File: src/rtl/rcps_pkg.sv
`timescale 1ns / 1ps
// ----------------------------------------------------------------------------
// rcps_pkg
// Shared types and constants for the RC channel scaler: field widths,
// register indexes, channel modes and the structs between the pipeline parts.
// ----------------------------------------------------------------------------
package rcps_pkg;

    localparam int PULSE_W         = 12;
    localparam int SCALE_W         = 16;
    localparam int DB_W            = 10;
    localparam int CTL_W           = 16;
    localparam int EXT_W           = 15;
    localparam int NUM_W           = 29;
    localparam int NMAG_W          = 28;
    localparam int DEN_W           = 17;
    localparam int DMAG_W          = 16;
    localparam int LANES           = 2;
    localparam int ADDR_W          = 5;
    localparam int DATA_W          = 32;
    localparam int FAILSAFE_MARGIN = 50;
    localparam int RAW_DIVISOR     = 10;

    typedef enum logic [1:0] {
        MODE_ANGLE     = 2'd0,
        MODE_RANGE     = 2'd1,
        MODE_RAW       = 2'd2,
        MODE_ANGLE_ALT = 2'd3
    } mode_t;

    typedef enum logic [2:0] {
        REG_CHANNEL_MODE = 3'd0,
        REG_SCALE_HIGH   = 3'd1,
        REG_SCALE_LOW    = 3'd2,
        REG_REVERSED     = 3'd3,
        REG_DEAD_BAND    = 3'd4,
        REG_PULSE_MIN    = 3'd5,
        REG_PULSE_MAX    = 3'd6,
        REG_PULSE_TRIM   = 3'd7
    } reg_idx_t;

    typedef struct packed {
        mode_t                      channel_mode;
        logic signed [SCALE_W-1:0]  scale_high;
        logic signed [SCALE_W-1:0]  scale_low;
        logic                       reversed;
        logic [DB_W-1:0]            dead_band;
        logic [PULSE_W-1:0]         pulse_min;
        logic [PULSE_W-1:0]         pulse_max;
        logic [PULSE_W-1:0]         pulse_trim;
    } cfg_t;

    typedef struct packed {
        logic                     valid;
        logic                     fs;
        logic                     gt;
        logic signed [NUM_W-1:0]  num0;
        logic signed [DEN_W-1:0]  den0;
        logic signed [NUM_W-1:0]  num1;
        logic signed [DEN_W-1:0]  den1;
    } div_in_t;

    typedef struct packed {
        logic                     valid;
        logic                     fs;
        logic                     gt;
        logic signed [NUM_W-1:0]  q0;
        logic signed [NUM_W-1:0]  q1;
    } div_out_t;

endpackage

File: src/rtl/rcps_front.sv
`timescale 1ns / 1ps
// ----------------------------------------------------------------------------
// rcps_front
// Three stages that turn a pulse and a command into dividend/divisor pairs:
// clamp, operand selection, multiply.
// ----------------------------------------------------------------------------
module rcps_front (
    input  logic                                 clk,
    input  logic                                 rst_n,
    input  logic                                 adv,
    input  rcps_pkg::cfg_t                       cfg,
    input  logic                                 in_valid,
    input  logic [rcps_pkg::PULSE_W-1:0]         pulse_in,
    input  logic signed [rcps_pkg::SCALE_W-1:0]  servo_cmd,
    output rcps_pkg::div_in_t                    dout
);

    localparam int EW   = rcps_pkg::EXT_W;
    localparam int PW   = rcps_pkg::PULSE_W;
    localparam int SW   = rcps_pkg::SCALE_W;
    localparam int MW   = rcps_pkg::DEN_W;
    localparam int NW   = rcps_pkg::NUM_W;
    localparam logic signed [EW-1:0] MARGIN_E = EW'(rcps_pkg::FAILSAFE_MARGIN);
    localparam logic signed [EW-1:0] ONE_E    = EW'(1);
    localparam logic signed [MW-1:0] RAW_DEN  = MW'(rcps_pkg::RAW_DIVISOR);

    // Stage A
    logic                  a_vld_reg;
    logic [PW-1:0]         a_p_reg;
    logic [PW-1:0]         a_rc_reg;
    logic signed [SW-1:0]  a_s_reg;
    logic [PW-1:0]         rc;

    // Stage B
    logic                  b_vld_reg;
    logic                  b_fs_reg, b_gt_reg;
    logic signed [MW-1:0]  b_ma0_reg, b_ma1_reg, b_den0_reg, b_den1_reg;
    logic signed [EW-1:0]  b_mb0_reg, b_mb1_reg;

    logic signed [EW-1:0]  p_e, rc_e, min_e, max_e, trim_e, db_e, tl_e, r_e;
    logic signed [EW-1:0]  d_rng, d_ang, mb1_ang;
    logic signed [MW-1:0]  sh_e, sl_e, s_e;
    logic signed [MW-1:0]  ma0_next, ma1_next, den0_next, den1_next;
    logic signed [EW-1:0]  mb0_next, mb1_next;
    logic                  fs_next, gt_next;

    // Stage C
    logic                    c_vld_reg;
    logic                    c_fs_reg, c_gt_reg;
    logic signed [NW-1:0]    c_num0_reg, c_num1_reg;
    logic signed [MW-1:0]    c_den0_reg, c_den1_reg;
    logic signed [MW+EW-1:0] prod0, prod1;

    assign rc = (pulse_in <= cfg.pulse_min) ? cfg.pulse_min :
                (pulse_in >= cfg.pulse_max) ? cfg.pulse_max : pulse_in;

    always_ff @(posedge clk or negedge rst_n)
    begin
        if (!rst_n)
        begin
            a_vld_reg <= 1'b0;
            b_vld_reg <= 1'b0;
            c_vld_reg <= 1'b0;
        end
        else if (adv)
        begin
            a_vld_reg <= in_valid;
            b_vld_reg <= a_vld_reg;
            c_vld_reg <= b_vld_reg;
        end
    end

    always_comb
    begin
        p_e    = $signed({{(EW-PW){1'b0}}, a_p_reg});
        rc_e   = $signed({{(EW-PW){1'b0}}, a_rc_reg});
        min_e  = $signed({{(EW-PW){1'b0}}, cfg.pulse_min});
        max_e  = $signed({{(EW-PW){1'b0}}, cfg.pulse_max});
        trim_e = $signed({{(EW-PW){1'b0}}, cfg.pulse_trim});
        db_e   = $signed({{(EW-rcps_pkg::DB_W){1'b0}}, cfg.dead_band});
        sh_e   = {{(MW-SW){cfg.scale_high[SW-1]}}, cfg.scale_high};
        sl_e   = {{(MW-SW){cfg.scale_low[SW-1]}}, cfg.scale_low};
        s_e    = {{(MW-SW){a_s_reg[SW-1]}}, a_s_reg};

        tl_e    = min_e + db_e;
        r_e     = cfg.reversed ? (max_e + min_e - rc_e) : rc_e;
        gt_next = r_e > tl_e;
        fs_next = p_e < (min_e - MARGIN_E);
        d_rng   = max_e - tl_e;
        d_ang   = (p_e < trim_e) ? (trim_e - min_e) : (max_e - trim_e);
        mb1_ang = (a_s_reg > 0) ? (max_e - trim_e) : (trim_e - min_e);

        if (cfg.channel_mode == rcps_pkg::MODE_RANGE)
        begin
            ma0_next  = sh_e - sl_e;
            mb0_next  = r_e - tl_e;
            den0_next = {{(MW-EW){d_rng[EW-1]}}, d_rng};
        end
        else
        begin
            ma0_next  = sh_e;
            mb0_next  = p_e - trim_e;
            den0_next = {{(MW-EW){d_ang[EW-1]}}, d_ang};
        end

        case (cfg.channel_mode)
            rcps_pkg::MODE_RANGE:
            begin
                ma1_next  = s_e - sl_e;
                mb1_next  = max_e - min_e;
                den1_next = sh_e - sl_e;
            end
            rcps_pkg::MODE_RAW:
            begin
                ma1_next  = s_e;
                mb1_next  = ONE_E;
                den1_next = RAW_DEN;
            end
            default:
            begin
                ma1_next  = s_e;
                mb1_next  = mb1_ang;
                den1_next = sh_e;
            end
        endcase
    end

    assign prod0 = b_ma0_reg * b_mb0_reg;
    assign prod1 = b_ma1_reg * b_mb1_reg;

    always_ff @(posedge clk)
    begin
        if (adv)
        begin
            a_p_reg    <= pulse_in;
            a_rc_reg   <= rc;
            a_s_reg    <= servo_cmd;

            b_fs_reg   <= fs_next;
            b_gt_reg   <= gt_next;
            b_ma0_reg  <= ma0_next;
            b_mb0_reg  <= mb0_next;
            b_den0_reg <= den0_next;
            b_ma1_reg  <= ma1_next;
            b_mb1_reg  <= mb1_next;
            b_den1_reg <= den1_next;

            c_fs_reg   <= b_fs_reg;
            c_gt_reg   <= b_gt_reg;
            c_num0_reg <= prod0[NW-1:0];
            c_den0_reg <= b_den0_reg;
            c_num1_reg <= prod1[NW-1:0];
            c_den1_reg <= b_den1_reg;
        end
    end

    assign dout = '{valid: c_vld_reg, fs: c_fs_reg, gt: c_gt_reg,
                    num0: c_num0_reg, den0: c_den0_reg,
                    num1: c_num1_reg, den1: c_den1_reg};

endmodule

File: config.mk
export PLATFORM = sky130hd
export DESIGN_NAME = rcps_front
export DESIGN_NICKNAME = d
export VERILOG_FILES = /design/src/rtl/rcps_pkg.sv /design/src/rtl/rcps_front.sv
export SDC_FILE = /design/constraint.sdc
export NUM_CORES = 2
export LEC_CHECK = 0
export BUFFER_PORTS_ARGS = -buffer_cell sky130_fd_sc_hd__buf_2
export CORE_ASPECT_RATIO = 1.25
export CORE_UTILIZATION = 60
export CTS_CLUSTER_DIAMETER = 120
export CTS_CLUSTER_SIZE = 28
export DETAILED_ROUTE_END_ITERATION = 10
export PLACE_DENSITY_LB_ADDON = 0.2
export SKIP_LAST_GASP = 1
export SLEW_MARGIN = 40
export SYNTH_ARGS = -nofsm -noshare
export SYNTH_HDL_FRONTEND = slang
export SYNTH_SLANG_ARGS = --single-unit
File: constraint.sdc
create_clock -name clk -period 7.1 [get_ports clk]
set_input_delay 1.065 -clock clk [delete_from_list [all_inputs] [get_ports clk]]
set_output_delay 1.065 -clock clk [all_outputs]
set_load 0.02 [all_outputs]
==> impl_metrics.tcl <==
set metrics [dict create \
    ant_nets 0 \
    slew_headroom 0.450 \
    synth_cell_types 79 \
    synth-seq-cells 229 \
    grt_pass1_vias 25867 \
    max_freq_ghz 0.150 \
    worst-path-max-fanout 17 \
    start_util 0.611 \
    tns_ns 0 \
    setup_viol 0 \
    crit_type "reg -> reg" \
    drive_gt1_frac 0.0891 \
    die_w_um 212 \
    period_needed_ns 6.69 \
    clk_pin_slew_ns 0.11 \
    drt_iter0_drc 1592 \
    hold_class "in -> async" \
    core-area_mm2 0.0540 \
    finalClockSkew_ns 0.0354 \
    wl_per_cell_um 19.6 \
    area_delta_synth_final_pct 7.06 \
    drc_errors 0 \
    cp.required_ns 7.39 \
    final_area_mm2 0.0353 \
    via_count 24229 \
    nFillCells 4498 \
    most-common-layout-cells "696 x inv_1, 476 x fa_1, 348 x nand2_1" \
    synth_edf_count 226 \
    nets 4463 \
    gp_congestion 0.953 \
    async_flop_share 0.0131 \
    status "finished clean" \
    synth_flop_cell "edfxtp_1" \
    antenna_found_initial 5 \
    finalCritPeriodShare 0.942 \
    clk_latency_ns 0.55 \
    io_pins 208 \
    htreeDepth 1 \
    dieArea_mm2 0.0559 \
    dpl-instance-area_mm2 0.0348 \
    gr-usage-all-layers 0.313 \
    cts.sinks 229 \
    syn_nets 4314 \
    final_common_cell "inv_1" \
    cp-end-kind "flip-flop" \
    cts_resized 0 \
    dpl.hpwl_um 69800 \
    first_pass_iters 6 \
    routed_wl_um 84200 \
    numCtsBuffers 14 \
    avgViaCountPerCell 5.65 \
    synth-seq-area-share 0.208 \
    cts_hold_buf 0 \
    tritoncts "built" \
    gr-total-overflow 0 \
    hold_violations 0 \
    worstMarginPinSlew_ns 0.824 \
    arrival_ns 6.98 \
    cp-start-kind "flip-flop" \
    drv_slew 0 \
    root_buffer "clkbuf_16" \
    grt_pass1_wl_um 135000 \
    fp-row-count 95 \
    grt_setup_unrepaired "no" \
    cts_setup_buffers 0 \
    grt_max_degree 166 \
    synthCells 3400 \
    netlist_area_mm2 0.0330 \
    port_buffers 207 \
    cts.path.max_buffers 3 \
    ys_warn_count 0 \
    postSynthAreaPerCell_um2 9.70 \
    rr_worst_depth 21 \
    cap_violations 0 \
    dieHeight_um 264 \
]
## layer usage
layer	global-route usage	routed length, um	vias to the layer above
li1	-	-	11126
met1	0.385	33100	12031
met2	0.552	42400	862
met3	0.0354	4630	202
met4	0.134	4000	8
met5	0	51	-
## cells in the mapped netlist, types with 9 or more instances
cell / n / share of area
inv_1: 697 / 0.079
fa_1: 476 / 0.29
nand2_1: 348 / 0.040
ha_1: 325 / 0.12
edfxtp_1: 226 / 0.21
and2_1: 224 / 0.043
xnor2_1: 132 / 0.035
a21oi_1: 113 / 0.017
nor2_1: 107 / 0.012
clkbuf_1: 91 / 0.010
o21ai_1: 69 / 0.010
xor2_1: 53 / 0.014
o21ai_0: 49 / 0.0074
nor3_1: 46 / 0.0070
a21o_1: 45 / 0.010
mux2i_1: 37 / 0.011
nand2b_1: 35 / 0.0066
mux2_2: 31 / 0.011
nand3_1: 24 / 0.0036
nor2b_1: 24 / 0.0046
o21a_1: 23 / 0.0052
or3_1: 17 / 0.0032
a31oi_1: 16 / 0.0030
a21boi_1: 13 / 0.0030
o21bai_1: 13 / 0.0030
and3_1: 11 / 0.0021
o22ai_1: 10 / 0.0019
nor4_1: 9 / 0.0017
o211ai_1: 9 / 0.0020
o31ai_1: 9 / 0.0020
## final cells by class
type / count / area (um^2) / area share
multi-input combinational: 2368 / 23100 / 0.654
sequential: 229 / 6860 / 0.194
inverter: 702 / 2640 / 0.0747
timing repair buffer: 234 / 1280 / 0.0363
tap: 727 / 910 / 0.0258
clock buffer: 16 / 379 / 0.0107
clock inverter: 8 / 128 / 0.00362
antenna: 1 / 2.50 / 0.0000709
## path summary, 6_finish.rpt
kind                               start        endpoint  slack, ns
max                         b_mb0_reg[0]  c_num0_reg[25]       0.41
min                                rst_n       a_vld_reg       0.30
max reg2reg                 b_mb0_reg[0]  c_num0_reg[25]       0.41
min reg2reg                b_den1_reg[7]   c_den1_reg[7]       0.43
max in group asynchronous          rst_n       c_vld_reg       6.70
min in group clk           b_den1_reg[7]   c_den1_reg[7]       0.43
## critical path: stages, from the launching register on
cell	delay, ns
edfxtp_1	0.64
nand2_1	0.22
inv_1	0.10
fa_1	0.69
inv_1	0.13
fa_1	0.50
inv_1	0.05
fa_1	0.49
fa_1	0.50
fa_1	0.50
inv_1	0.05
fa_1	0.47
inv_1	0.04
ha_1	0.31
and3_1	0.22
a221o_1	0.32
and2_1	0.18
a31oi_1	0.35
a211o_1	0.28
o21bai_1	0.09
a21oi_1	0.20
xnor2_1	0.08
## per-stage QoR
stage / std cells / setup WS (ns) / hold slack (ns) / util
finish: 4285 / 0.411 / 0.303 / 0.654
global route: 4285 / 0.0607 / 0.293 / 0.654
CTS: 4283 / 0.389 / 0.284 / 0.653
detailed placement: 4259 / 0.403 / 0.406 / 0.644
global placement: 4259 / 0.609 / 0.402 / 0.644
floorplan: 3400 / 1.06 / 0.400 / -
## logic make-up after synthesis
group                      count (synthesis)  synth area share
AOI/OAI and AO/OA                        440            0.0865
xor gates and xnor gates                 185            0.0491
adders and majority gates                801             0.412
buffers and inverters                    803            0.0923
DFF                                      229             0.208
muxes                                     69            0.0222
and+or+nand+nor                          873             0.129
Power is not shown: default switching activity piles up to over one toggle a cycle in this logic, so the estimate is an artifact.
