[src/rtl/rcps_pkg.sv]
`timescale 1ns / 1ps
// ----------------------------------------------------------------------------
// rcps_pkg
// Shared types and constants for the RC channel scaler: field widths,
// register indexes, channel modes and the structs between the pipeline parts.
// ----------------------------------------------------------------------------
package rcps_pkg;

    localparam int PULSE_W         = 12;
    localparam int SCALE_W         = 16;
    localparam int DB_W            = 10;
    localparam int CTL_W           = 16;
    localparam int EXT_W           = 15;
    localparam int NUM_W           = 29;
    localparam int NMAG_W          = 28;
    localparam int DEN_W           = 17;
    localparam int DMAG_W          = 16;
    localparam int LANES           = 2;
    localparam int ADDR_W          = 5;
    localparam int DATA_W          = 32;
    localparam int FAILSAFE_MARGIN = 50;
    localparam int RAW_DIVISOR     = 10;

    typedef enum logic [1:0] {
        MODE_ANGLE     = 2'd0,
        MODE_RANGE     = 2'd1,
        MODE_RAW       = 2'd2,
        MODE_ANGLE_ALT = 2'd3
    } mode_t;

    typedef enum logic [2:0] {
        REG_CHANNEL_MODE = 3'd0,
        REG_SCALE_HIGH   = 3'd1,
        REG_SCALE_LOW    = 3'd2,
        REG_REVERSED     = 3'd3,
        REG_DEAD_BAND    = 3'd4,
        REG_PULSE_MIN    = 3'd5,
        REG_PULSE_MAX    = 3'd6,
        REG_PULSE_TRIM   = 3'd7
    } reg_idx_t;

    typedef struct packed {
        mode_t                      channel_mode;
        logic signed [SCALE_W-1:0]  scale_high;
        logic signed [SCALE_W-1:0]  scale_low;
        logic                       reversed;
        logic [DB_W-1:0]            dead_band;
        logic [PULSE_W-1:0]         pulse_min;
        logic [PULSE_W-1:0]         pulse_max;
        logic [PULSE_W-1:0]         pulse_trim;
    } cfg_t;

    typedef struct packed {
        logic                     valid;
        logic                     fs;
        logic                     gt;
        logic signed [NUM_W-1:0]  num0;
        logic signed [DEN_W-1:0]  den0;
        logic signed [NUM_W-1:0]  num1;
        logic signed [DEN_W-1:0]  den1;
    } div_in_t;

    typedef struct packed {
        logic                     valid;
        logic                     fs;
        logic                     gt;
        logic signed [NUM_W-1:0]  q0;
        logic signed [NUM_W-1:0]  q1;
    } div_out_t;

endpackage

[src/rtl/rcps_back.sv]
`timescale 1ns / 1ps
// ----------------------------------------------------------------------------
// rcps_back
// Final offset, dead-band and span handling, output clamp and the output
// register.
// ----------------------------------------------------------------------------
module rcps_back (
    input  logic                                 clk,
    input  logic                                 rst_n,
    input  logic                                 adv,
    input  rcps_pkg::cfg_t                       cfg,
    input  rcps_pkg::div_out_t                   din,
    output logic                                 out_valid,
    output logic signed [rcps_pkg::CTL_W-1:0]    control_value,
    output logic                                 failsafe,
    output logic [rcps_pkg::PULSE_W-1:0]         pulse_out
);

    localparam int EW = rcps_pkg::EXT_W;
    localparam int PW = rcps_pkg::PULSE_W;
    localparam int CW = rcps_pkg::CTL_W;
    localparam int NW = rcps_pkg::NUM_W;
    localparam int OW = NW + 2;

    logic signed [EW-1:0] min_e, max_e, trim_e, db_e;
    logic                 zspan;
    logic signed [CW-1:0] rng_raw, rng_ctl, ctl_next;
    logic signed [OW-1:0] q1_o, min_o, max_o, trim_o, base_o, po;
    logic                 sub_d, is_range;
    logic [PW-1:0]        po_next;

    logic                 out_valid_reg;
    logic signed [CW-1:0] ctl_reg;
    logic                 fs_reg;
    logic [PW-1:0]        po_reg;

    always_comb
    begin
        min_e  = $signed({{(EW-PW){1'b0}}, cfg.pulse_min});
        max_e  = $signed({{(EW-PW){1'b0}}, cfg.pulse_max});
        trim_e = $signed({{(EW-PW){1'b0}}, cfg.pulse_trim});
        db_e   = $signed({{(EW-rcps_pkg::DB_W){1'b0}}, cfg.dead_band});
        zspan  = ((trim_e - db_e) == min_e) || (max_e == (trim_e + db_e));

        is_range = (cfg.channel_mode == rcps_pkg::MODE_RANGE);

        // Only the low bits of the range sum survive the 16-bit truncation.
        rng_raw = din.gt ? (cfg.scale_low + din.q0[CW-1:0]) :
                  ((cfg.dead_band != '0) ? '0 : cfg.scale_low);
        rng_ctl = (rng_raw < $signed({{(CW-rcps_pkg::DB_W){1'b0}}, cfg.dead_band})) ?
                  '0 : rng_raw;
        if (is_range)
        begin
            ctl_next = rng_ctl;
        end
        else
        begin
            ctl_next = zspan ? '0 : din.q0[CW-1:0];
        end

        q1_o   = {{(OW-NW){din.q1[NW-1]}}, din.q1};
        min_o  = $signed({{(OW-PW){1'b0}}, cfg.pulse_min});
        max_o  = $signed({{(OW-PW){1'b0}}, cfg.pulse_max});
        trim_o = $signed({{(OW-PW){1'b0}}, cfg.pulse_trim});
        sub_d  = cfg.reversed && (is_range || (cfg.channel_mode == rcps_pkg::MODE_RAW));
        if (is_range)
        begin
            base_o = cfg.reversed ? max_o : min_o;
        end
        else
        begin
            base_o = trim_o;
        end
        po = sub_d ? (base_o - q1_o) : (base_o + q1_o);

        // Minimum is tested first so a min above max still resolves.
        if (po <= min_o)
        begin
            po_next = cfg.pulse_min;
        end
        else if (po >= max_o)
        begin
            po_next = cfg.pulse_max;
        end
        else
        begin
            po_next = po[PW-1:0];
        end
    end

    always_ff @(posedge clk or negedge rst_n)
    begin
        if (!rst_n)
        begin
            out_valid_reg <= 1'b0;
        end
        else if (adv)
        begin
            out_valid_reg <= din.valid;
        end
    end

    always_ff @(posedge clk)
    begin
        if (adv)
        begin
            ctl_reg <= ctl_next;
            fs_reg  <= din.fs;
            po_reg  <= po_next;
        end
    end

    assign out_valid     = out_valid_reg;
    assign control_value = ctl_reg;
    assign failsafe      = fs_reg;
    assign pulse_out     = po_reg;

endmodule

[config.mk]
export PLATFORM = sky130hd
export DESIGN_NAME = rcps_back
export DESIGN_NICKNAME = d
export VERILOG_FILES = /design/src/rtl/rcps_pkg.sv /design/src/rtl/rcps_back.sv
export SDC_FILE = /design/constraint.sdc
export NUM_CORES = 1
export LEC_CHECK = 0
export BUFFER_PORTS_ARGS = -buffer_cell sky130_fd_sc_hd__clkbuf_2
export CAP_MARGIN = 20
export CORE_MARGIN = 10
export CORE_UTILIZATION = 56
export CTS_CLUSTER_SIZE = 40
export DETAILED_ROUTE_END_ITERATION = 10
export PLACE_DENSITY = 0.9
export SYNTH_ARGS = -nofsm -noshare
export SYNTH_HDL_FRONTEND = slang
export SYNTH_SLANG_ARGS = --single-unit
export TNS_END_PERCENT = 100
[constraint.sdc]
create_clock -name clk -period 0.85 [get_ports clk]
set_input_delay 0.085 -clock clk [delete_from_list [all_inputs] [get_ports clk]]
set_output_delay 0.085 -clock clk [all_outputs]
set_load 0.05 [all_outputs]
==> impl_metrics.prom, run 1 <==
# TYPE chip_impl_metric gauge
chip_impl_metric{name="port_buffers",unit=""} 145
chip_impl_metric{name="yosysWarnings",unit=""} 0
chip_impl_metric{name="cts_made_buffers",unit=""} 5
chip_impl_metric{name="fp.dieH",unit="um"} 132
chip_impl_metric{name="grt_total_usage",unit="%"} 70.3
chip_impl_metric{name="initial_core_util",unit="%"} 57.7
chip_impl_metric{name="synth.ff_latch_count",unit=""} 30
chip_impl_metric{name="rows",unit=""} 40
chip_impl_info{name="netlist_top_cells_area",value="sky130_fd_sc_hd__ha_1 15%, sky130_fd_sc_hd__edfxtp_1 12%, sky130_fd_sc_hd__xnor2_1 7.0%, sky130_fd_sc_hd__xor2_1 4.5%, sky130_fd_sc_hd__a21oi_1 4.2%"} 1
chip_impl_metric{name="netlist_area",unit="mm^2"} 0.00702
chip_impl_info{name="tool.error",value="[ERROR GRT-0116] Global routing finished with congestion. Check the congestion regions in the DRC Viewer."} 1
chip_impl_metric{name="cts.sinks",unit=""} 30
chip_impl_metric{name="buffer_depth_of_the_longest_clock_path",unit=""} 2
chip_impl_metric{name="dpl.hpwl",unit="um"} 28400
chip_impl_metric{name="async_reset_ff_share",unit="%"} 3.33
chip_impl_info{name="root_buf_cell",value="sky130_fd_sc_hd__clkbuf_16"} 1
chip_impl_info{name="ys_dominant_reg_cell",value="sky130_fd_sc_hd__edfxtp_1"} 1
chip_impl_metric{name="largest_net_degree_at_the_start_of_global_routing",unit=""} 29
chip_impl_info{name="netlist_top_cells_count",value="84 x sky130_fd_sc_hd__ha_1, 67 x sky130_fd_sc_hd__inv_1, 62 x sky130_fd_sc_hd__nor2_1"} 1
chip_impl_metric{name="pin_count",unit=""} 175
chip_impl_metric{name="synth_edf_count",unit=""} 29
chip_impl_info{name="yosysTopAreaCell",value="sky130_fd_sc_hd__ha_1"} 1
chip_impl_metric{name="count_of_mapped_cells_out_of_synthesis",unit=""} 894
chip_impl_info{name="halt_point_of_the_flow",value="global routing"} 1
chip_impl_info{name="synth.most_common_cell",value="sky130_fd_sc_hd__ha_1"} 1
chip_impl_metric{name="grt.overflow.total",unit=""} 24
chip_impl_metric{name="syn_avg_cell_area",unit="um^2"} 7.85
chip_impl_metric{name="h_tree_level_count",unit=""} 2
chip_impl_metric{name="globalplace.congestion",unit=""} 1.05
chip_impl_metric{name="synth_largest_type_area_fraction",unit="%"} 15.0
chip_impl_metric{name="wire_length_of_the_first_global_routing_pass",unit="um"} 94100
chip_impl_metric{name="first_global_vias",unit=""} 13600
chip_impl_info{name="outcome",value="did not finish"} 1
chip_impl_metric{name="seq_area_frac_synth",unit="%"} 12.8
chip_impl_metric{name="syn-num-nets",unit=""} 1127
chip_impl_metric{name="post_synth_num_cell_types",unit=""} 89
chip_impl_metric{name="die_boundary_width",unit="um"} 132
-- routing by layer --
layer	overflow	global-route usage, %
met1	0	67.6
met2	16	83.0
met5	0	26.2
met3	0	64.9
met4	8	67.9
-- what timing repair did --
| action | CTS |
|---|---|
| pin swaps | 37 |
| hold endpoints to repair | 2 |
| buffers inserted | 28 |
| gates cloned | 2 |
| hold buffers | 2 |
| gates resized for setup | 110 |
| endpoints found under the setup margin | 58 |
-- per-stage QoR --
| step | setup WS [ps] | instances | cell area (um^2) |
|---|---|---|---|
| 4_1_cts | -3720 | 1526 | 11300 |
| 3_5_place_dp | -4290 | 1486 | 10400 |
| 3_3_place_gp | -3580 | 1486 | 10400 |
| 2_1_floorplan | -3590 | 894 | 7260 |
-- logic make-up after synthesis --
family | share of synthesized area (%)
AOI/OAI and AO/OA | 27.0
xor gates and xnor gates | 11.5
adders and majority gates | 16.1
buffers and inverters | 6.47
DFF | 12.8
muxes | 2.94
and+or+nand+nor | 23.3
==> inputs of run 2 (changes only) <==
--- a/config.mk
+++ b/config.mk
@@ -8,10 +8,9 @@
 export BUFFER_PORTS_ARGS = -buffer_cell sky130_fd_sc_hd__clkbuf_2
 export CAP_MARGIN = 20
 export CORE_MARGIN = 10
-export CORE_UTILIZATION = 56
-export CTS_CLUSTER_SIZE = 40
+export CORE_UTILIZATION = 40
 export DETAILED_ROUTE_END_ITERATION = 10
-export PLACE_DENSITY = 0.9
+export PLACE_DENSITY_LB_ADDON = 0.15
 export SYNTH_ARGS = -nofsm -noshare
 export SYNTH_HDL_FRONTEND = slang
 export SYNTH_SLANG_ARGS = --single-unit
==> run 2 against run 1 <==
The flow now finishes, with violations (setup timing). Synthesized cell count did not move. Area after synthesis did not move.
==> impl_metrics.prom, run 2 <==
# TYPE chip_impl_metric gauge
chip_impl_info{name="outcome",value="finished with violations"} 1
chip_impl_info{name="violations",value="setup timing"} 1
chip_impl_metric{name="max_freq",unit="MHz"} 236
chip_impl_metric{name="cp.arrival",unit="ps"} 4280
chip_impl_metric{name="grt.overflow.total",unit=""} 0
chip_impl_metric{name="synth_edf_count",unit=""} 29
chip_impl_info{name="netlist_top_cells_area",value="sky130_fd_sc_hd__ha_1 15%, sky130_fd_sc_hd__edfxtp_1 12%, sky130_fd_sc_hd__xnor2_1 7.0%, sky130_fd_sc_hd__xor2_1 4.5%, sky130_fd_sc_hd__a21oi_1 4.2%"} 1
chip_impl_metric{name="nets",unit=""} 1611
chip_impl_info{name="layout_commonest_cell",value="sky130_fd_sc_hd__buf_4"} 1
chip_impl_metric{name="vias_per_cell",unit=""} 5.49
chip_impl_metric{name="design.core.area",unit="mm^2"} 0.0172
chip_impl_metric{name="reg2reg_setup_slack",unit="ps"} 60
chip_impl_info{name="netlist_top_cells_count",value="84 x sky130_fd_sc_hd__ha_1, 67 x sky130_fd_sc_hd__inv_1, 62 x sky130_fd_sc_hd__nor2_1"} 1
chip_impl_metric{name="rows",unit=""} 48
chip_impl_metric{name="worst_slew_margin_rel",unit="%"} 66.5
chip_impl_metric{name="drt_wl_total",unit="um"} 29100
chip_impl_metric{name="synth.ff_latch_count",unit=""} 30
chip_impl_metric{name="yosysWarnings",unit=""} 0
chip_impl_metric{name="grt_total_usage",unit="%"} 23.1
chip_impl_info{name="yosysTopAreaCell",value="sky130_fd_sc_hd__ha_1"} 1
chip_impl_info{name="root_buf_cell",value="sky130_fd_sc_hd__clkbuf_16"} 1
chip_impl_metric{name="cts_made_buffers",unit=""} 5
chip_impl_info{name="timing.critical_path.to_type",value="flop"} 1
chip_impl_info{name="cp-endpoint",value="pulse_out[9]"} 1
chip_impl_metric{name="finalClockSkew",unit="ps"} 0
chip_impl_metric{name="area_delta_synth_final",unit="%"} 68.3
chip_impl_metric{name="worstPathRequired",unit="ps"} 890
chip_impl_metric{name="setup-violations-final",unit=""} 58
chip_impl_metric{name="flip_flop_count_of_the_largest_register_all_copies_and_words_added",unit=""} 16
chip_impl_metric{name="count_of_mapped_cells_out_of_synthesis",unit=""} 894
chip_impl_metric{name="dpl_worst_slack",unit="ps"} -3800
chip_impl_metric{name="syn_avg_cell_area",unit="um^2"} 7.85
chip_impl_metric{name="globalplace.congestion",unit=""} 0.946
chip_impl_info{name="grt_setup_unrepaired",value="true"} 1
chip_impl_metric{name="power",unit="uW"} 14300
chip_impl_metric{name="seq_area_frac_synth",unit="%"} 12.8
chip_impl_metric{name="number_of_antenna_violations_at_the_first_check_in_global_routing",unit=""} 1
chip_impl_info{name="ys_dominant_reg_cell",value="sky130_fd_sc_hd__edfxtp_1"} 1
chip_impl_metric{name="final_cell_area",unit="mm^2"} 0.0118
chip_impl_metric{name="post_dp_cell_area",unit="mm^2"} 0.0108
chip_impl_metric{name="largest_net_degree_at_the_start_of_global_routing",unit=""} 18
chip_impl_metric{name="maxCapViolations",unit=""} 0
chip_impl_metric{name="clk_transition_reported_paths",unit="ps"} 60
chip_impl_metric{name="buffer_depth_of_the_longest_clock_path",unit=""} 2
chip_impl_metric{name="first_global_vias",unit=""} 8723
chip_impl_info{name="top_usage_layer",value="met2"} 1
chip_impl_metric{name="post_synth_num_cell_types",unit=""} 89
chip_impl_metric{name="drive_gt1_share",unit="%"} 46.2
chip_impl_info{name="hold_class",value="in2reg"} 1
chip_impl_metric{name="syn-num-nets",unit=""} 1127
chip_impl_metric{name="cts.sinks",unit=""} 30
chip_impl_metric{name="insertion_delay",unit="ps"} 290
chip_impl_metric{name="p_leak",unit="uW"} 0.00562
chip_impl_metric{name="routed_wire_length_per_instance",unit="um"} 18.2
chip_impl_metric{name="die_boundary_width",unit="um"} 152
chip_impl_metric{name="register_to_register_path_depth",unit=""} 1
chip_impl_metric{name="initial_core_util",unit="%"} 40.7
chip_impl_metric{name="worst_hold_slack",unit="ps"} 31.5
chip_impl_metric{name="max_fo_critical_path",unit=""} 12
chip_impl_info{name="synth.most_common_cell",value="sky130_fd_sc_hd__ha_1"} 1
chip_impl_metric{name="slew_viol_final",unit=""} 0
chip_impl_metric{name="h_tree_level_count",unit=""} 2
chip_impl_metric{name="globalRouteMet1Util",unit="%"} 28.8
chip_impl_metric{name="wire_length_of_the_first_global_routing_pass",unit="um"} 44900
chip_impl_metric{name="post-route-worst-setup-slack",unit="ps"} -3390
chip_impl_metric{name="dpl.hpwl",unit="um"} 23900
chip_impl_metric{name="port_buffers",unit=""} 145
chip_impl_metric{name="drc",unit=""} 0
chip_impl_metric{name="final_hold_viol_count",unit=""} 0
chip_impl_metric{name="globalRouteMet2Util",unit="%"} 38.9
chip_impl_metric{name="netlist_area",unit="mm^2"} 0.00702
chip_impl_info{name="startpoint_type_of_the_worst_setup_path",value="input pin"} 1
chip_impl_metric{name="synth_largest_type_area_fraction",unit="%"} 15.0
chip_impl_metric{name="vdd.ir_drop.worst",unit="uV"} 905
chip_impl_metric{name="fin_crit",unit="ps"} 4240
chip_impl_metric{name="pin_slew_with_the_least_headroom_to_its_limit",unit="ps"} 498
chip_impl_info{name="timing.rr.end",value="out_valid"} 1
chip_impl_metric{name="final_min_period_over_clock_period",unit="%"} 499
chip_impl_metric{name="finalCoreUtilization",unit="%"} 68.6
chip_impl_metric{name="global_route.usage.met3",unit="%"} 3.53
chip_impl_metric{name="num_vias",unit=""} 8804
chip_impl_metric{name="antenna_left",unit=""} 0
chip_impl_metric{name="async_reset_ff_share",unit="%"} 3.33
chip_impl_metric{name="firstDrtPassIters",unit=""} 7
chip_impl_info{name="criticalPathCategory",value="in2reg"} 1
chip_impl_metric{name="fp.dieH",unit="um"} 152
chip_impl_info{name="tritoncts",value="built"} 1
chip_impl_metric{name="pin_count",unit=""} 175
chip_impl_metric{name="die-area",unit="mm^2"} 0.0233
chip_impl_info{name="layout.cells.most_common_list",value="361 x sky130_fd_sc_hd__buf_4, 107 x sky130_fd_sc_hd__clkbuf_2, 76 x sky130_fd_sc_hd__ha_1"} 1
chip_impl_metric{name="powerDensity",unit="mW/mm^2"} 1210
chip_impl_info{name="r2r_start",value="out_valid"} 1
chip_impl_metric{name="first_iter_violations",unit=""} 544
chip_impl_info{name="cp-startpoint",value="din[0]"} 1
==> run 2: through the flow <==
stage	TNS, ps	instances
floorplan	-85470	894
global placement	-94020	1578
detailed placement	-97900	1578
CTS	-87410	1597
global route	-93870	1605
finish	-87710	1605
==> run 2: worst min-delay path by stage <==
stage | start | to | depth (start not counted)
2_1_floorplan | rst_n | out_valid | 0
3_3_place_gp | rst_n | out_valid | 1
3_5_place_dp | rst_n | out_valid | 1
4_1_cts | din[60] | out_valid | 2
5_1_grt | din[60] | out_valid | 2
6_report | din[60] | out_valid | 2
==> run 2: where the power goes <==
part           leakage [uW]  switching (uW)  total, uW  internal, uW
Sequential         0.000294            83.9       1900          1820
Combinational       0.00526            5340      10600          5280
Clock             0.0000672             736       1810          1070
==> run 2: kinds of logic (layout without fill, tap and decap cells) <==
kind of cell / Yosys count / after routing / share of synthesized area [%]
AO/OA/AOI/OAI: 269 / 269 / 27.0
flip-flops: 30 / 30 / 12.8
other: 0 / 1 / 0
XOR/XNOR: 92 / 92 / 11.5
buffers and inverters: 113 / 598 / 6.47
AND/OR/NAND/NOR: 283 / 283 / 23.3
multiplexers: 19 / 19 / 2.94
adder cells (fa/ha/maj): 88 / 88 / 16.1
==> run 2: routing by layer <==
metal  up-vias  wire length, um
li1       4330                -
met2       331            13900
met1      4074            12500
met5         -                0
met3        69             1670
met4         0             1160
==> run 2: timing repair <==
| action | CTS | global route |
|---|---|---|
| hold buffers | 2 | 0 |
| endpoints found under the hold margin | 2 | 0 |
| setup buffers | 7 | 10 |
| resized for setup | 107 | 72 |
| pin swaps | 35 | 52 |
| cloned | 2 | 0 |
| endpoints found under the setup margin | 58 | 58 |
==> run 2: cell type report <==
class,count,area [um^2]
Antenna cell,1,2.50
Clock buffer,5,125
Clock inverter,3,16.3
Fill cell,1436,5420
Inverter,67,267
Multi-Input combinational cell,751,6210
Sequential cell,30,897
Tap cell,225,282
Timing Repair Buffer,523,4020
==> run 2: worst max-delay path, cell delays in order <==
cell and delay (ps):
sky130_fd_sc_hd__buf_8 100, sky130_fd_sc_hd__inv_6 50, sky130_fd_sc_hd__ha_4 130, sky130_fd_sc_hd__or4b_4 500, sky130_fd_sc_hd__o31ai_4 200, sky130_fd_sc_hd__xor2_1 160, sky130_fd_sc_hd__ha_1 260, sky130_fd_sc_hd__buf_4 140
sky130_fd_sc_hd__buf_4 130, sky130_fd_sc_hd__nand3_1 120, sky130_fd_sc_hd__buf_4 130, sky130_fd_sc_hd__o21ai_2 50, sky130_fd_sc_hd__a21o_1 200, sky130_fd_sc_hd__xnor2_2 180, sky130_fd_sc_hd__inv_2 80, sky130_fd_sc_hd__ha_4 160
sky130_fd_sc_hd__or4_4 490, sky130_fd_sc_hd__a21oi_4 140, sky130_fd_sc_hd__a211o_1 180, sky130_fd_sc_hd__a21oi_4 50, sky130_fd_sc_hd__buf_4 210, sky130_fd_sc_hd__nor4_2 240, sky130_fd_sc_hd__a222oi_1 140, sky130_fd_sc_hd__o21a_1 150
Note: power is estimated with default switching activity, not from simulation.
