## src/rtl/rcps_pkg.sv

```systemverilog
`timescale 1ns / 1ps
// ----------------------------------------------------------------------------
// rcps_pkg
// Shared types and constants for the RC channel scaler: field widths,
// register indexes, channel modes and the structs between the pipeline parts.
// ----------------------------------------------------------------------------
package rcps_pkg;

    localparam int PULSE_W         = 12;
    localparam int SCALE_W         = 16;
    localparam int DB_W            = 10;
    localparam int CTL_W           = 16;
    localparam int EXT_W           = 15;
    localparam int NUM_W           = 29;
    localparam int NMAG_W          = 28;
    localparam int DEN_W           = 17;
    localparam int DMAG_W          = 16;
    localparam int LANES           = 2;
    localparam int ADDR_W          = 5;
    localparam int DATA_W          = 32;
    localparam int FAILSAFE_MARGIN = 50;
    localparam int RAW_DIVISOR     = 10;

    typedef enum logic [1:0] {
        MODE_ANGLE     = 2'd0,
        MODE_RANGE     = 2'd1,
        MODE_RAW       = 2'd2,
        MODE_ANGLE_ALT = 2'd3
    } mode_t;

    typedef enum logic [2:0] {
        REG_CHANNEL_MODE = 3'd0,
        REG_SCALE_HIGH   = 3'd1,
        REG_SCALE_LOW    = 3'd2,
        REG_REVERSED     = 3'd3,
        REG_DEAD_BAND    = 3'd4,
        REG_PULSE_MIN    = 3'd5,
        REG_PULSE_MAX    = 3'd6,
        REG_PULSE_TRIM   = 3'd7
    } reg_idx_t;

    typedef struct packed {
        mode_t                      channel_mode;
        logic signed [SCALE_W-1:0]  scale_high;
        logic signed [SCALE_W-1:0]  scale_low;
        logic                       reversed;
        logic [DB_W-1:0]            dead_band;
        logic [PULSE_W-1:0]         pulse_min;
        logic [PULSE_W-1:0]         pulse_max;
        logic [PULSE_W-1:0]         pulse_trim;
    } cfg_t;

    typedef struct packed {
        logic                     valid;
        logic                     fs;
        logic                     gt;
        logic signed [NUM_W-1:0]  num0;
        logic signed [DEN_W-1:0]  den0;
        logic signed [NUM_W-1:0]  num1;
        logic signed [DEN_W-1:0]  den1;
    } div_in_t;

    typedef struct packed {
        logic                     valid;
        logic                     fs;
        logic                     gt;
        logic signed [NUM_W-1:0]  q0;
        logic signed [NUM_W-1:0]  q1;
    } div_out_t;

endpackage

```

## src/rtl/rcps_regs.sv

```systemverilog
`timescale 1ns / 1ps
// ----------------------------------------------------------------------------
// rcps_regs
// APB-style configuration register file for the channel scaler.
// ----------------------------------------------------------------------------
module rcps_regs (
    input  logic                           clk,
    input  logic                           rst_n,
    input  logic                           psel,
    input  logic                           penable,
    input  logic                           pwrite,
    input  logic [rcps_pkg::ADDR_W-1:0]    paddr,
    input  logic [rcps_pkg::DATA_W-1:0]    pwdata,
    output logic [rcps_pkg::DATA_W-1:0]    prdata,
    output logic                           pready,
    output rcps_pkg::cfg_t                 cfg
);

    rcps_pkg::cfg_t     cfg_reg;
    rcps_pkg::reg_idx_t idx;
    logic               wr_en;

    assign idx    = rcps_pkg::reg_idx_t'(paddr[rcps_pkg::ADDR_W-1:2]);
    assign wr_en  = psel && penable && pwrite;
    assign pready = 1'b1;
    assign cfg    = cfg_reg;

    always_ff @(posedge clk or negedge rst_n)
    begin
        if (!rst_n)
        begin
            cfg_reg.channel_mode <= rcps_pkg::MODE_ANGLE;
            cfg_reg.scale_high   <= 16'sd4500;
            cfg_reg.scale_low    <= 16'sd0;
            cfg_reg.reversed     <= 1'b0;
            cfg_reg.dead_band    <= 10'd0;
            cfg_reg.pulse_min    <= 12'd1100;
            cfg_reg.pulse_max    <= 12'd1900;
            cfg_reg.pulse_trim   <= 12'd1500;
        end
        else if (wr_en)
        begin
            case (idx)
                rcps_pkg::REG_CHANNEL_MODE: cfg_reg.channel_mode <= rcps_pkg::mode_t'(pwdata[1:0]);
                rcps_pkg::REG_SCALE_HIGH:   cfg_reg.scale_high   <= pwdata[15:0];
                rcps_pkg::REG_SCALE_LOW:    cfg_reg.scale_low    <= pwdata[15:0];
                rcps_pkg::REG_REVERSED:     cfg_reg.reversed     <= pwdata[0];
                rcps_pkg::REG_DEAD_BAND:    cfg_reg.dead_band    <= pwdata[9:0];
                rcps_pkg::REG_PULSE_MIN:    cfg_reg.pulse_min    <= pwdata[11:0];
                rcps_pkg::REG_PULSE_MAX:    cfg_reg.pulse_max    <= pwdata[11:0];
                rcps_pkg::REG_PULSE_TRIM:   cfg_reg.pulse_trim   <= pwdata[11:0];
                default:                    cfg_reg              <= cfg_reg;
            endcase
        end
    end

    // Signed registers read back sign-extended.
    always_comb
    begin
        case (idx)
            rcps_pkg::REG_CHANNEL_MODE: prdata = {30'd0, cfg_reg.channel_mode};
            rcps_pkg::REG_SCALE_HIGH:   prdata = {{16{cfg_reg.scale_high[15]}}, cfg_reg.scale_high};
            rcps_pkg::REG_SCALE_LOW:    prdata = {{16{cfg_reg.scale_low[15]}}, cfg_reg.scale_low};
            rcps_pkg::REG_REVERSED:     prdata = {31'd0, cfg_reg.reversed};
            rcps_pkg::REG_DEAD_BAND:    prdata = {22'd0, cfg_reg.dead_band};
            rcps_pkg::REG_PULSE_MIN:    prdata = {20'd0, cfg_reg.pulse_min};
            rcps_pkg::REG_PULSE_MAX:    prdata = {20'd0, cfg_reg.pulse_max};
            rcps_pkg::REG_PULSE_TRIM:   prdata = {20'd0, cfg_reg.pulse_trim};
            default:                    prdata = '0;
        endcase
    end

endmodule

```

## config.mk

```make
export PLATFORM = sky130hd
export DESIGN_NAME = rcps_regs
export DESIGN_NICKNAME = d
export VERILOG_FILES = /design/src/rtl/rcps_pkg.sv /design/src/rtl/rcps_regs.sv
export SDC_FILE = /design/constraint.sdc
export NUM_CORES = 1
export LEC_CHECK = 0
export BUFFER_PORTS_ARGS = -buffer_cell sky130_fd_sc_hd__buf_4
export CAP_MARGIN = 20
export CORE_MARGIN = 8
export CORE_UTILIZATION = 52
export DETAILED_ROUTE_END_ITERATION = 6
export PLACE_DENSITY = 0.89
export SLEW_MARGIN = 20
export SYNTH_ARGS = -nofsm -noshare
export SYNTH_HDL_FRONTEND = slang
export SYNTH_SLANG_ARGS = --single-unit
```

## constraint.sdc

```tcl
create_clock -name clk -period 4.63 [get_ports clk]
set_clock_uncertainty 0.1 [all_clocks]
set_input_delay 0.926 -clock clk [delete_from_list [all_inputs] [get_ports clk]]
set_output_delay 0.926 -clock clk [all_outputs]
set_load 0.1 [all_outputs]
```

==> key figures, run 1 <==
Floorplan
  – Number of standard-cell rows in the floorplan: 31
  – Width of the chip: 103 um
  – Area of the core region: 7250 um^2
  – I/O Pins: around 160
  – Total Die Area: between 10000 and 15000 um^2
  – Initial standard-cell utilization of the core: approximately 54%
  – Die Span Y: 103 um

Synth
  – Dominant synthesized flop cell: sky130_fd_sc_hd__dfrtp_1
  – Post-synthesis sequential area ratio: between 50 and 60%
  – Total nets after synthesis: between 300 and 400
  – Yosys warns: 0
  – Leading post-synthesis cells by instance count: 90 x sky130_fd_sc_hd__mux2_2, 58 x sky130_fd_sc_hd__dfrtp_1, 23 x sky130_fd_sc_hd__dfstp_2
  – Top-area cell type share of the netlist area: between 30% and 40%
  – Synthesized instance count: between 200 and 300
  – Synthesized area: about 3900 um^2
  – Mean area per synthesized cell: between 10 and 15 um^2
  – EDFF count, synth: 0
  – Area leader, netlist: sky130_fd_sc_hd__dfrtp_1
  – Total of flip-flops plus latches after synthesis: slightly above 80
  – Async S/R FF share, synth: 100%
  – Number of library cell types mapped by synthesis: 32
  – Most repeated cell in the gate-level netlist after synthesis: sky130_fd_sc_hd__mux2_2
  – Leading cell types by total area after synthesis: sky130_fd_sc_hd__dfrtp_1 37%, sky130_fd_sc_hd__mux2_2 26%, sky130_fd_sc_hd__dfstp_2 15%, sky130_fd_sc_hd__buf_4 3.7%, sky130_fd_sc_hd__mux4_2 3.5%

Worst setup path
  – Critical Path Start Type: input port
  – Critical setup path kind: in2out
  – Slowest-stage cell, CP: sky130_fd_sc_hd__nor2b_1
  – Top Family by Delay on Critical Path: simple AND/OR/NAND/NOR gates
  – Signal arrival time at the worst endpoint: ~2.8 ns
  – Cell count of the worst reg-to-reg path: 1
  – Critical-path cell list: buf_4 -> nor2b_1 -> a22oi_1 -> nor2_2 -> buf_4
  – Max FO, Critical Path: 25
  – Number of buffer and inverter instances along the worst setup path: 2
  – Critical Path End Type: output pin
  – CP max stage delay: about 0.56 ns
  – Crit Reg-Reg Startpoint: cfg[49]$_DFFE_PN0P_
  – Critical path's most frequent cell: sky130_fd_sc_hd__buf_4
  – Critical path depth in cells: 5
  – FF-to-FF setup slack: 3.73 ns
  – Data required, critical path: about 3.6 ns
  – R2r endpoint: cfg[49]$_DFFE_PN0P_

Routing
  – Detailed-routed wire length on met3: approximately 800 um
  – Per-cell via count in the routed design: approximately 5.5
  – Met1 Wirelength: 4190 um
  – Uppermost layer routed: met4
  – DR DRC count: 0
  – Detailed-route wire length: 10300 um
  – Routed wire length per instance: 20.4 um
  – First-pass detailed-route iteration total: 4
  – Total number of vias: 2796
  – Starting DRC count in detailed routing: 90
  – Met2 wire len: 5180 um
  – Antenna-violating nets left: 0

STA
  – Number of failing setup endpoints in the final timing report: 0
  – Final-report max-slew violation count: 0
  – Share of the clock period used by the worst path after layout: around 80%
  – Number of endpoints with negative hold slack in the final report: 0
  – Setup Total Neg Slack: 0 ns
  – Highest achievable clock rate: ~0.26 GHz
  – Final worst path period need: 3.81 ns
  – Remaining max-slew budget at the tightest pin: a little over a third
  – RSZ-0062 raised after global routing: no
  – Transition time of the tightest slew-check pin: roughly 0.98 ns

Final layout
  – Fillers: about 530
  – Flip-flop count of the largest register after layout: 81
  – Final std cell area, no fill: just over 5000 um^2
  – Post-Layout Cell Count: just over 500
  – Share of layout cells above drive strength 1: 68.9%
  – Area delta synth->final: 30.8%
  – Antenna diode instance count: 0
  – Final #Nets: around 450

Placement
  – Last weighted congestion value of the routability-driven placer: between 0.7 and 0.8
  – Inst Count DP: 492
  – Total cell area at the placement stage: 4850 um^2
  – HPWL after detailed placement: ~7200 um
  – Count of buffers inserted at the top-level ports: about 140

Power
  – Clock network fraction of design power: between 10% and 20%
  – Combinational power share: a little over half
  – Power density normalized to cell area: 672 nW/um^2
  – Sequential share of power: 28.8%
  – Peak supply drop: roughly 0.45 mV
  – Leakage component of the power: roughly 2.4 nW
  – Switching power total: around 1.8 mW
  – Internal portion of total power: about 1.6 mW
  – Switching fraction of total power: a little over half

Clock tree
  – Clock latency at the later pin of the worst-skew pair: ~0.34 ns
  – Number of buffers inserted by hold repair at cts: 0
  – TritonCTS Buffers: 9
  – # clock sinks: slightly above 80
  – Number of buffers inserted by post-CTS setup repair: 0
  – CTS Root Cell: sky130_fd_sc_hd__clkbuf_8
  – CTS tree: built
  – H-tree lvl count: 3
  – CTS-repair resized insts: 0
  – Number of buffers on the longest clock path: 2
  – CTS clock-pin slew for the worst setup and hold paths: 0.08 ns

Global routing
  – Antenna violations before repair: 0
  – Overflow after GRT: 0
  – Pin count of the biggest net entering global routing: just over 80
  – Number of global-route vias before repair: 2952
  – Global Route Usage Sum: between 10% and 20%
  – Wire length of the first global-routing pass: between 15000 and 20000 um

Flow run
  – Max-cap check violation count: 0

Hold path
  – Hold depth: 1
  – Path category of the worst min-delay check: reg2reg
  – Hold endpoint: cfg[36]$_DFFE_PN0P_
  – Startpoint of the most critical hold path: cfg[36]$_DFFE_PN0P_

Outcome
  – Result of the run: completed
==> final cells by class <==
cell class / count / area [um^2] / share of cell area (%)
well taps: 99 / 124 / 2.43
repair buffers: 142 / 1070 / 20.9
clock inverters: 3 / 68.8 / 1.35
multi-input cells: 169 / 1610 / 31.5
inverters: 1 / 3.75 / 0.0736
flip-flops and latches: 81 / 2060 / 40.3
clock buffers: 13 / 179 / 3.51
==> stage by stage <==
stage	hold slack [ns]	power, mW	worst slack [ns]	util (%)
finish	0.433	3.43	0.822	70.3
CTS	0.439	3.46	0.791	70.3
global route	0.450	3.54	0.677	70.3
global placement	0.412	2.82	0.847	66.9
detailed placement	0.419	2.84	0.796	66.9
floorplan	0.530	2.47	0.310	-
==> power groups by stage <==
stage | logic, mW | clock network [mW] | registers (mW)
3_3_place_gp | 1.83 | 0 | 0.988
3_5_place_dp | 1.84 | 0 | 0.999
6_report | 1.83 | 0.610 | 0.986
5_1_grt | 1.88 | 0.649 | 1.01
4_1_cts | 1.84 | 0.626 | 0.986
2_1_floorplan | 0.459 | 0 | 2.01
==> logic make-up after synthesis <==
group | after synthesis | synth area share (%)
other | 1 | 0.0961
muxes | 97 | 29.7
DFF | 81 | 52.7
and+or+nand+nor | 39 | 5.32
AOI/OAI and AO/OA | 32 | 5.97
buffers and inverters | 35 | 6.22
==> cell usage in the layout, fill, tap and decap left out, types with 2 or more instances in the layout <==
master / netlist / layout
sky130_fd_sc_hd__dfstp_2: 23 / 23
sky130_fd_sc_hd__nor2_2: 1 / 2
sky130_fd_sc_hd__nand2b_1: 2 / 2
sky130_fd_sc_hd__a32oi_1: 3 / 3
sky130_fd_sc_hd__or3_1: 2 / 2
sky130_fd_sc_hd__clkbuf_8: 0 / 13
sky130_fd_sc_hd__nor2b_1: 4 / 4
sky130_fd_sc_hd__mux4_2: 6 / 6
sky130_fd_sc_hd__buf_4: 19 / 142
sky130_fd_sc_hd__mux2_2: 90 / 90
sky130_fd_sc_hd__a22o_1: 3 / 3
sky130_fd_sc_hd__o21ai_1: 0 / 5
sky130_fd_sc_hd__nor2_1: 15 / 14
sky130_fd_sc_hd__dfrtp_1: 58 / 58
sky130_fd_sc_hd__nand3_1: 2 / 2
sky130_fd_sc_hd__nand2_1: 9 / 9
sky130_fd_sc_hd__bufinv_16: 0 / 2
sky130_fd_sc_hd__a22oi_1: 11 / 11
sky130_fd_sc_hd__a21oi_1: 2 / 2
sky130_fd_sc_hd__a221oi_1: 3 / 3
==> layer usage <==
layer	GRT usage (%)	vias up
li1	-	1257
met1	24.2	1424
met2	33.5	103
met3	4.25	12
met4	8.80	0
met5	0	-
==> worst max path at each step <==
stage          slack [ns]         end      from
6_report             0.82  prdata[21]  paddr[2]
5_1_grt              0.68  prdata[21]  paddr[2]
4_1_cts              0.79  prdata[21]  paddr[2]
3_5_place_dp         0.80  prdata[21]  paddr[2]
3_3_place_gp         0.85  prdata[15]  paddr[2]
2_1_floorplan        0.31  prdata[16]  paddr[3]
No activity file was read; power rests on OpenSTA's default activity.
==> inputs of run 2 (changes only) <==
- CORE_UTILIZATION: 52 -> 49
- PLACE_DENSITY: 0.89 -> 0.85
- clock period: 4.63 -> 3.8 ns (I/O delays scaled with it)
==> run 2 against run 1 <==
Sequential power is 22% higher. Clock power is 22% higher. Register-to-register slack lost 0.83 ns. Cell count grew 1.4%. Total power grew 22%. Utilization decreased by 3.5 points. Die area up 5.2%. Global-route usage shrank 1.1 points. Sequential cell count did not move. Combinational power grew 22%. Critical path depth grew 1. Highest routed layer unchanged.
==> key figures, run 2 (synthesized netlist as in run 1, its figures left out) <==
Worst setup path
  – Crit Reg-Reg Startpoint: cfg[0]$_DFFE_PN0P_
  – Critical setup path kind: in2out
  – Critical Path Start Type: input port
  – Max FO, Critical Path: 14 (-44%)
  – Data required, critical path: 2.94 ns (-0.66 ns)
  – Cell count of the worst reg-to-reg path: 1 (unchanged)
  – Startpoint of the most critical setup path: paddr[3]
  – Signal arrival time at the worst endpoint: 2.32 ns (-0.46 ns)
  – Critical Path End Type: output pin

Clock tree
  – # clock sinks: 81 (unchanged)
  – TritonCTS Buffers: 9 (unchanged)
  – CTS tree: built
  – H-tree lvl count: 3 (unchanged)
  – CTS-repair resized insts: 0 (unchanged)
  – Number of buffers inserted by hold repair at cts: 0 (unchanged)
  – Number of buffers inserted by post-CTS setup repair: 0 (unchanged)
  – Clock latency at the later pin of the worst-skew pair: 0.34 ns (about the same)
  – Number of buffers on the longest clock path: 2 (unchanged)
  – CTS Root Cell: sky130_fd_sc_hd__clkbuf_8
  – CTS clock-pin slew for the worst setup and hold paths: 0.08 ns (about the same)

Final layout
  – Post-Layout Cell Count: 515 (+1.4%)
  – Final std cell area, no fill: 5160 um^2 (+1.2%)
  – Final #Nets: 451 (+1.1%)
  – Share of layout cells above drive strength 1: 69.7% (+0.79 points)
  – Leading cell type in the layout, fill and taps excluded: sky130_fd_sc_hd__buf_4
  – Area delta synth->final: 32.3%
  – Flip-flop count of the largest register after layout: 81 (unchanged)
  – Most used cells in the layout excluding fill and tap cells: 146 x sky130_fd_sc_hd__buf_4, 90 x sky130_fd_sc_hd__mux2_2, 58 x sky130_fd_sc_hd__dfrtp_1
  – Fraction of the core area covered by cells at the end of the flow: 66.8% (-3.5 points)
  – Antenna diode instance count: 0 (unchanged)

Placement
  – Dpl ws: 0.617 ns (-0.178 ns)
  – Total cell area at the placement stage: 4900 um^2 (+0.95%)
  – Inst Count DP: 499 (+1.4%)
  – Count of buffers inserted at the top-level ports: 136 (unchanged)
  – HPWL after detailed placement: 7450 um (+3.1%)
  – Last weighted congestion value of the routability-driven placer: 0.848 (+6.4%)

STA
  – Final-report max-slew violation count: 0 (unchanged)
  – Share of the clock period used by the worst path after layout: around 84%
  – Highest achievable clock rate: 0.315 GHz
  – Setup Total Neg Slack: 0 ns (unchanged)
  – Remaining max-slew budget at the tightest pin: 42.2% (+7.4 points)
  – Transition time of the tightest slew-check pin: 0.867 ns (-0.112 ns)
  – Final worst path period need: approximately 3.2 ns
  – Number of endpoints with negative hold slack in the final report: 0 (unchanged)
  – RSZ-0062 raised after global routing: no
  – Number of failing setup endpoints in the final timing report: 0 (unchanged)
  – Hold slack final: 0.269 ns (-0.164 ns)
  – Final setup margin: 0.622 ns (-0.201 ns)

Floorplan
  – Width of the chip: 105 um (+2.5%)
  – Number of standard-cell rows in the floorplan: 32 (+3.2%)
  – Total Die Area: 11100 um^2 (+5.2%)
  – Area of the core region: 7730 um^2 (+6.5%)
  – Die Span Y: 105 um (+2.5%)
  – Initial standard-cell utilization of the core: 50.5% (-3.3 points)
  – I/O Pins: 156 (unchanged)

Power
  – Sequential share of power: 28.7% (about the same)
  – Switching power total: 2.20 mW (+22%)
  – Combinational power share: 53.6% (+0.2 points)
  – Switching fraction of total power: 52.6% (-0.14 points)
  – Internal portion of total power: 1.99 mW (+23%)
  – Overall power: 4.19 mW (+22%)
  – Clock network fraction of design power: 17.8% (about the same)
  – Power density normalized to cell area: 812 nW/um^2 (+21%)
  – Peak supply drop: 0.419 mV (-6.1%)
  – Leakage component of the power: 2.45 nW (+1.1%)

Outcome
  – Result of the run: completed

Global routing
  – Global Route Usage Sum: 18.9% (-1.1 points)
  – Overflow after GRT: 0 (unchanged)
  – Wire length of the first global-routing pass: 16800 um (+6.0%)
  – Number of global-route vias before repair: 3018 (+2.2%)
  – Antenna violations before repair: 0 (unchanged)
  – Pin count of the biggest net entering global routing: 82 (unchanged)

Routing
  – Starting DRC count in detailed routing: 207 (+130%)
  – DR DRC count: 0 (unchanged)
  – First-pass detailed-route iteration total: 4 (unchanged)
  – Per-cell via count in the routed design: 5.55 (+0.90%)
  – Antenna-violating nets left: 0 (unchanged)
  – Routed wire length per instance: 20.4 um (+0.13%)
  – Detailed-route wire length: 10500 um (+1.5%)
  – Total number of vias: 2860 (+2.3%)

Hold path
  – Path category of the worst min-delay check: in2async

Flow run
  – Max-cap check violation count: 0 (unchanged)
-- run 2: final timing paths --
path	endpoint	slack [ns]
worst max-delay path	prdata[1]	0.62
worst min-delay path	cfg[12]$_DFFE_PN0P_	0.27
worst max register to register	cfg[0]$_DFFE_PN0P_	2.90
worst min register to register	cfg[66]$_DFFE_PN0P_	0.43
max in group asynchronous	cfg[6]$_DFFE_PN1P_	2.67
min in group clk	cfg[66]$_DFFE_PN0P_	0.43
-- run 2: worst max-delay path: stages --
cell	delay, ns
sky130_fd_sc_hd__buf_4	0.17
sky130_fd_sc_hd__buf_4	0.22
sky130_fd_sc_hd__or4b_2	0.64
sky130_fd_sc_hd__a32oi_1	0.21
sky130_fd_sc_hd__nor2_1	0.06
sky130_fd_sc_hd__buf_4	0.23
-- run 2: area by class of cell --
type	count	area (um^2)
fillers	557	2560
flip-flops and latches	81	2060
multi-input cells	169	1620
repair buffers	147	1120
clock buffers	10	138
well taps	102	128
clock inverters	5	104
inverters	1	3.75
-- run 2: power groups by stage --
stage                     Clock [mW]  Sequential (mW)  Combinational [mW]
after floorplan                    0             2.45               0.562
after global placement             0             1.20                2.24
after detailed placement           0             1.22                2.25
after CTS                      0.766             1.20                2.25
after global routing           0.792             1.23                2.30
final                          0.745             1.20                2.24
-- run 2: layer usage --
metal | global-route usage [%] | vias up | part of all wire (%)
met2 | 31.0 | 121 | 50
met4 | 7.95 | 0 | 2.5
li1 | - | 1272 | -
met5 | 0 | - | 0
met3 | 5.72 | 19 | 7.7
met1 | 22.5 | 1448 | 40
==> inputs of run 3 (changes only) <==
- clock period: 3.8 -> 3.1 ns (I/O delays scaled with it)
==> run 3 against run 2 <==
Register-to-register slack worse by 0.70 ns. Global-route usage is 0.96 points higher. Via count is 0.17% higher. First-iteration DRC count is 59% lower. Sequential cell count stayed put. Clock-buffer cell count stayed put. Utilization is 0.24 points higher. Largest cell class unchanged.
==> key figures, run 3 (synthesized netlist as in run 1, its figures left out) <==
STA
  – Number of endpoints with negative hold slack in the final report: 0 (unchanged)
  – Hold slack final: 0.239 ns (-0.0301 ns)
  – Share of the clock period used by the worst path after layout: just over 90%
  – Transition time of the tightest slew-check pin: 0.878 ns (+0.0108 ns)
  – RSZ-0062 raised after global routing: no
  – Final-report max-slew violation count: 0 (unchanged)
  – Remaining max-slew budget at the tightest pin: 41.5% (-0.72 points)
  – Final setup margin: 0.241 ns (-0.381 ns)
  – Number of failing setup endpoints in the final timing report: 0 (unchanged)
  – Final worst path period need: 2.86 ns
  – Highest achievable clock rate: 0.350 GHz
  – Setup Total Neg Slack: 0 ns (unchanged)

Final layout
  – Flip-flop count of the largest register after layout: 81 (unchanged)
  – Share of layout cells above drive strength 1: 73.0% (+3.2 points)
  – Antenna diode instance count: 0 (unchanged)
  – Fraction of the core area covered by cells at the end of the flow: 67.0% (+0.24 points)
  – Final std cell area, no fill: 5180 um^2 (+0.36%)
  – Leading cell type in the layout, fill and taps excluded: sky130_fd_sc_hd__buf_4
  – Post-Layout Cell Count: 520 (+0.97%)
  – Final #Nets: 455 (+0.89%)
  – Most used cells in the layout excluding fill and tap cells: 151 x sky130_fd_sc_hd__buf_4, 90 x sky130_fd_sc_hd__mux2_2, 57 x sky130_fd_sc_hd__dfrtp_1
  – Area delta synth->final: 32.8%

Floorplan
  – Initial standard-cell utilization of the core: 50.5% (unchanged)
  – Area of the core region: 7730 um^2 (unchanged)
  – Die Span Y: 105 um (unchanged)
  – Total Die Area: 11100 um^2 (unchanged)
  – Width of the chip: 105 um (unchanged)
  – I/O Pins: 156 (unchanged)
  – Number of standard-cell rows in the floorplan: 32 (unchanged)

Power
  – Peak supply drop: 0.480 mV (+15%)
  – Internal portion of total power: 2.28 mW (+15%)
  – Combinational power share: 55.1% (+1.5 points)
  – Sequential share of power: 29.6% (+0.9 points)
  – Leakage component of the power: 2.46 nW (+0.48%)
  – Overall power: 5.01 mW (+20%)
  – Switching power total: 2.73 mW (+24%)
  – Power density normalized to cell area: 967 nW/um^2 (+19%)
  – Clock network fraction of design power: 15.3% (-2.5 points)
  – Switching fraction of total power: 54.6% (+2.0 points)

Clock tree
  – CTS Root Cell: sky130_fd_sc_hd__clkbuf_8
  – CTS tree: built
  – CTS clock-pin slew for the worst setup and hold paths: 0.08 ns (about the same)
  – CTS-repair resized insts: 0 (unchanged)
  – Clock latency at the later pin of the worst-skew pair: 0.34 ns (about the same)
  – # clock sinks: 81 (unchanged)
  – H-tree lvl count: 3 (unchanged)
  – Number of buffers inserted by hold repair at cts: 0 (unchanged)
  – Number of buffers inserted by post-CTS setup repair: 0 (unchanged)
  – TritonCTS Buffers: 9 (unchanged)
  – Number of buffers on the longest clock path: 2 (unchanged)

Outcome
  – Result of the run: completed

Worst setup path
  – FF-to-FF setup slack: 2.20 ns (-0.70 ns)
  – Data required, critical path: 2.38 ns (-0.56 ns)
  – Critical Path Start Type: input port
  – Critical Path End Type: output pin
  – Cell count of the worst reg-to-reg path: 1 (unchanged)
  – Worst setup path endpoint: prdata[31]
  – Max FO, Critical Path: 25 (+11)
  – Signal arrival time at the worst endpoint: 2.14 ns (-0.18 ns)
  – Startpoint of the most critical setup path: paddr[3]
  – R2r endpoint: cfg[77]$_DFFE_PN0P_
  – Critical setup path kind: in2out
  – Crit Reg-Reg Startpoint: cfg[77]$_DFFE_PN0P_

Placement
  – Total cell area at the placement stage: 4990 um^2 (+1.7%)
  – Inst Count DP: 504 (+1.0%)
  – Count of buffers inserted at the top-level ports: 136 (unchanged)
  – Last weighted congestion value of the routability-driven placer: 0.778 (-8.3%)
  – Dpl ws: 0.243 ns (-0.374 ns)
  – HPWL after detailed placement: 8060 um (+8.1%)

Routing
  – Routed wire length per instance: 21.2 um (+4.1%)
  – Total number of vias: 2865 (+0.17%)
  – Detailed-route wire length: 11000 um (+5.1%)
  – Per-cell via count in the routed design: 5.51 (-0.79%)
  – Starting DRC count in detailed routing: 85 (-59%)
  – DR DRC count: 0 (unchanged)
  – First-pass detailed-route iteration total: 4 (unchanged)
  – Antenna-violating nets left: 0 (unchanged)

Hold path
  – Path category of the worst min-delay check: in2async

Global routing
  – Wire length of the first global-routing pass: 17600 um (+4.7%)
  – Overflow after GRT: 0 (unchanged)
  – Number of global-route vias before repair: 3210 (+6.4%)
  – Global Route Usage Sum: 19.8% (+0.96 points)
  – Antenna violations before repair: 0 (unchanged)
  – Pin count of the biggest net entering global routing: 63 (-23%)

Flow run
  – Max-cap check violation count: 0 (unchanged)
-- run 3: cell count changes in the layout (fill, tap and decap cells not counted), moves of 2 or more --
cell                        before  now
sky130_fd_sc_hd__nor2b_1         4    2
sky130_fd_sc_hd__o21ai_2         0    5
sky130_fd_sc_hd__bufinv_16       3    1
sky130_fd_sc_hd__nor2b_4         0    2
sky130_fd_sc_hd__clkinv_2        1    4
sky130_fd_sc_hd__o21ai_1         5    0
sky130_fd_sc_hd__nor2_1         14   11
sky130_fd_sc_hd__nor2_2          1    4
sky130_fd_sc_hd__buf_4         146  151
-- run 3: power groups by stage --
stage          sequential (mW)  clock (mW)  combinational [mW]
4_1_cts                   1.48       0.773                2.78
5_1_grt                   1.51       0.822                2.83
2_1_floorplan             3.00           0               0.749
3_5_place_dp              1.50           0                2.78
6_report                  1.48       0.769                2.76
3_3_place_gp              1.48           0                2.75
-- run 3: layout make-up --
| cell class | instances | area (um^2) |
|---|---|---|
| Inverter | 1 | 3.75 |
| Tap cell | 102 | 128 |
| Clock inverter | 6 | 57.6 |
| Multi-Input combinational cell | 169 | 1660 |
| Fill cell | 582 | 2550 |
| Clock buffer | 10 | 138 |
| Timing Repair Buffer | 151 | 1130 |
| Sequential cell | 81 | 2060 |
-- run 3: worst min-delay path by stage --
stage	end	cells past startpoint	slack, ns
finish	cfg[50]$_DFFE_PN0P_	1	0.24
global route	cfg[50]$_DFFE_PN0P_	1	0.29
CTS	cfg[5]$_DFFE_PN0P_	1	0.27
detailed placement	cfg[1]$_DFFE_PN0P_	1	0.42
global placement	cfg[59]$_DFFE_PN0P_	1	0.41
floorplan	cfg[0]$_DFFE_PN0P_	0	0.22
-- run 3: critical path, stage by stage --
cell and delay (ns):
sky130_fd_sc_hd__buf_4 0.33, sky130_fd_sc_hd__nor2b_4 0.36, sky130_fd_sc_hd__a22oi_2 0.14, sky130_fd_sc_hd__nor2_4 0.31
sky130_fd_sc_hd__buf_4 0.36
-- run 3: metal layers --
metal,part of all wire [%],track usage (%)
met1,39,22.1
met4,0.86,5.50
met3,6.8,6.15
met2,53,35.6
met5,0,0
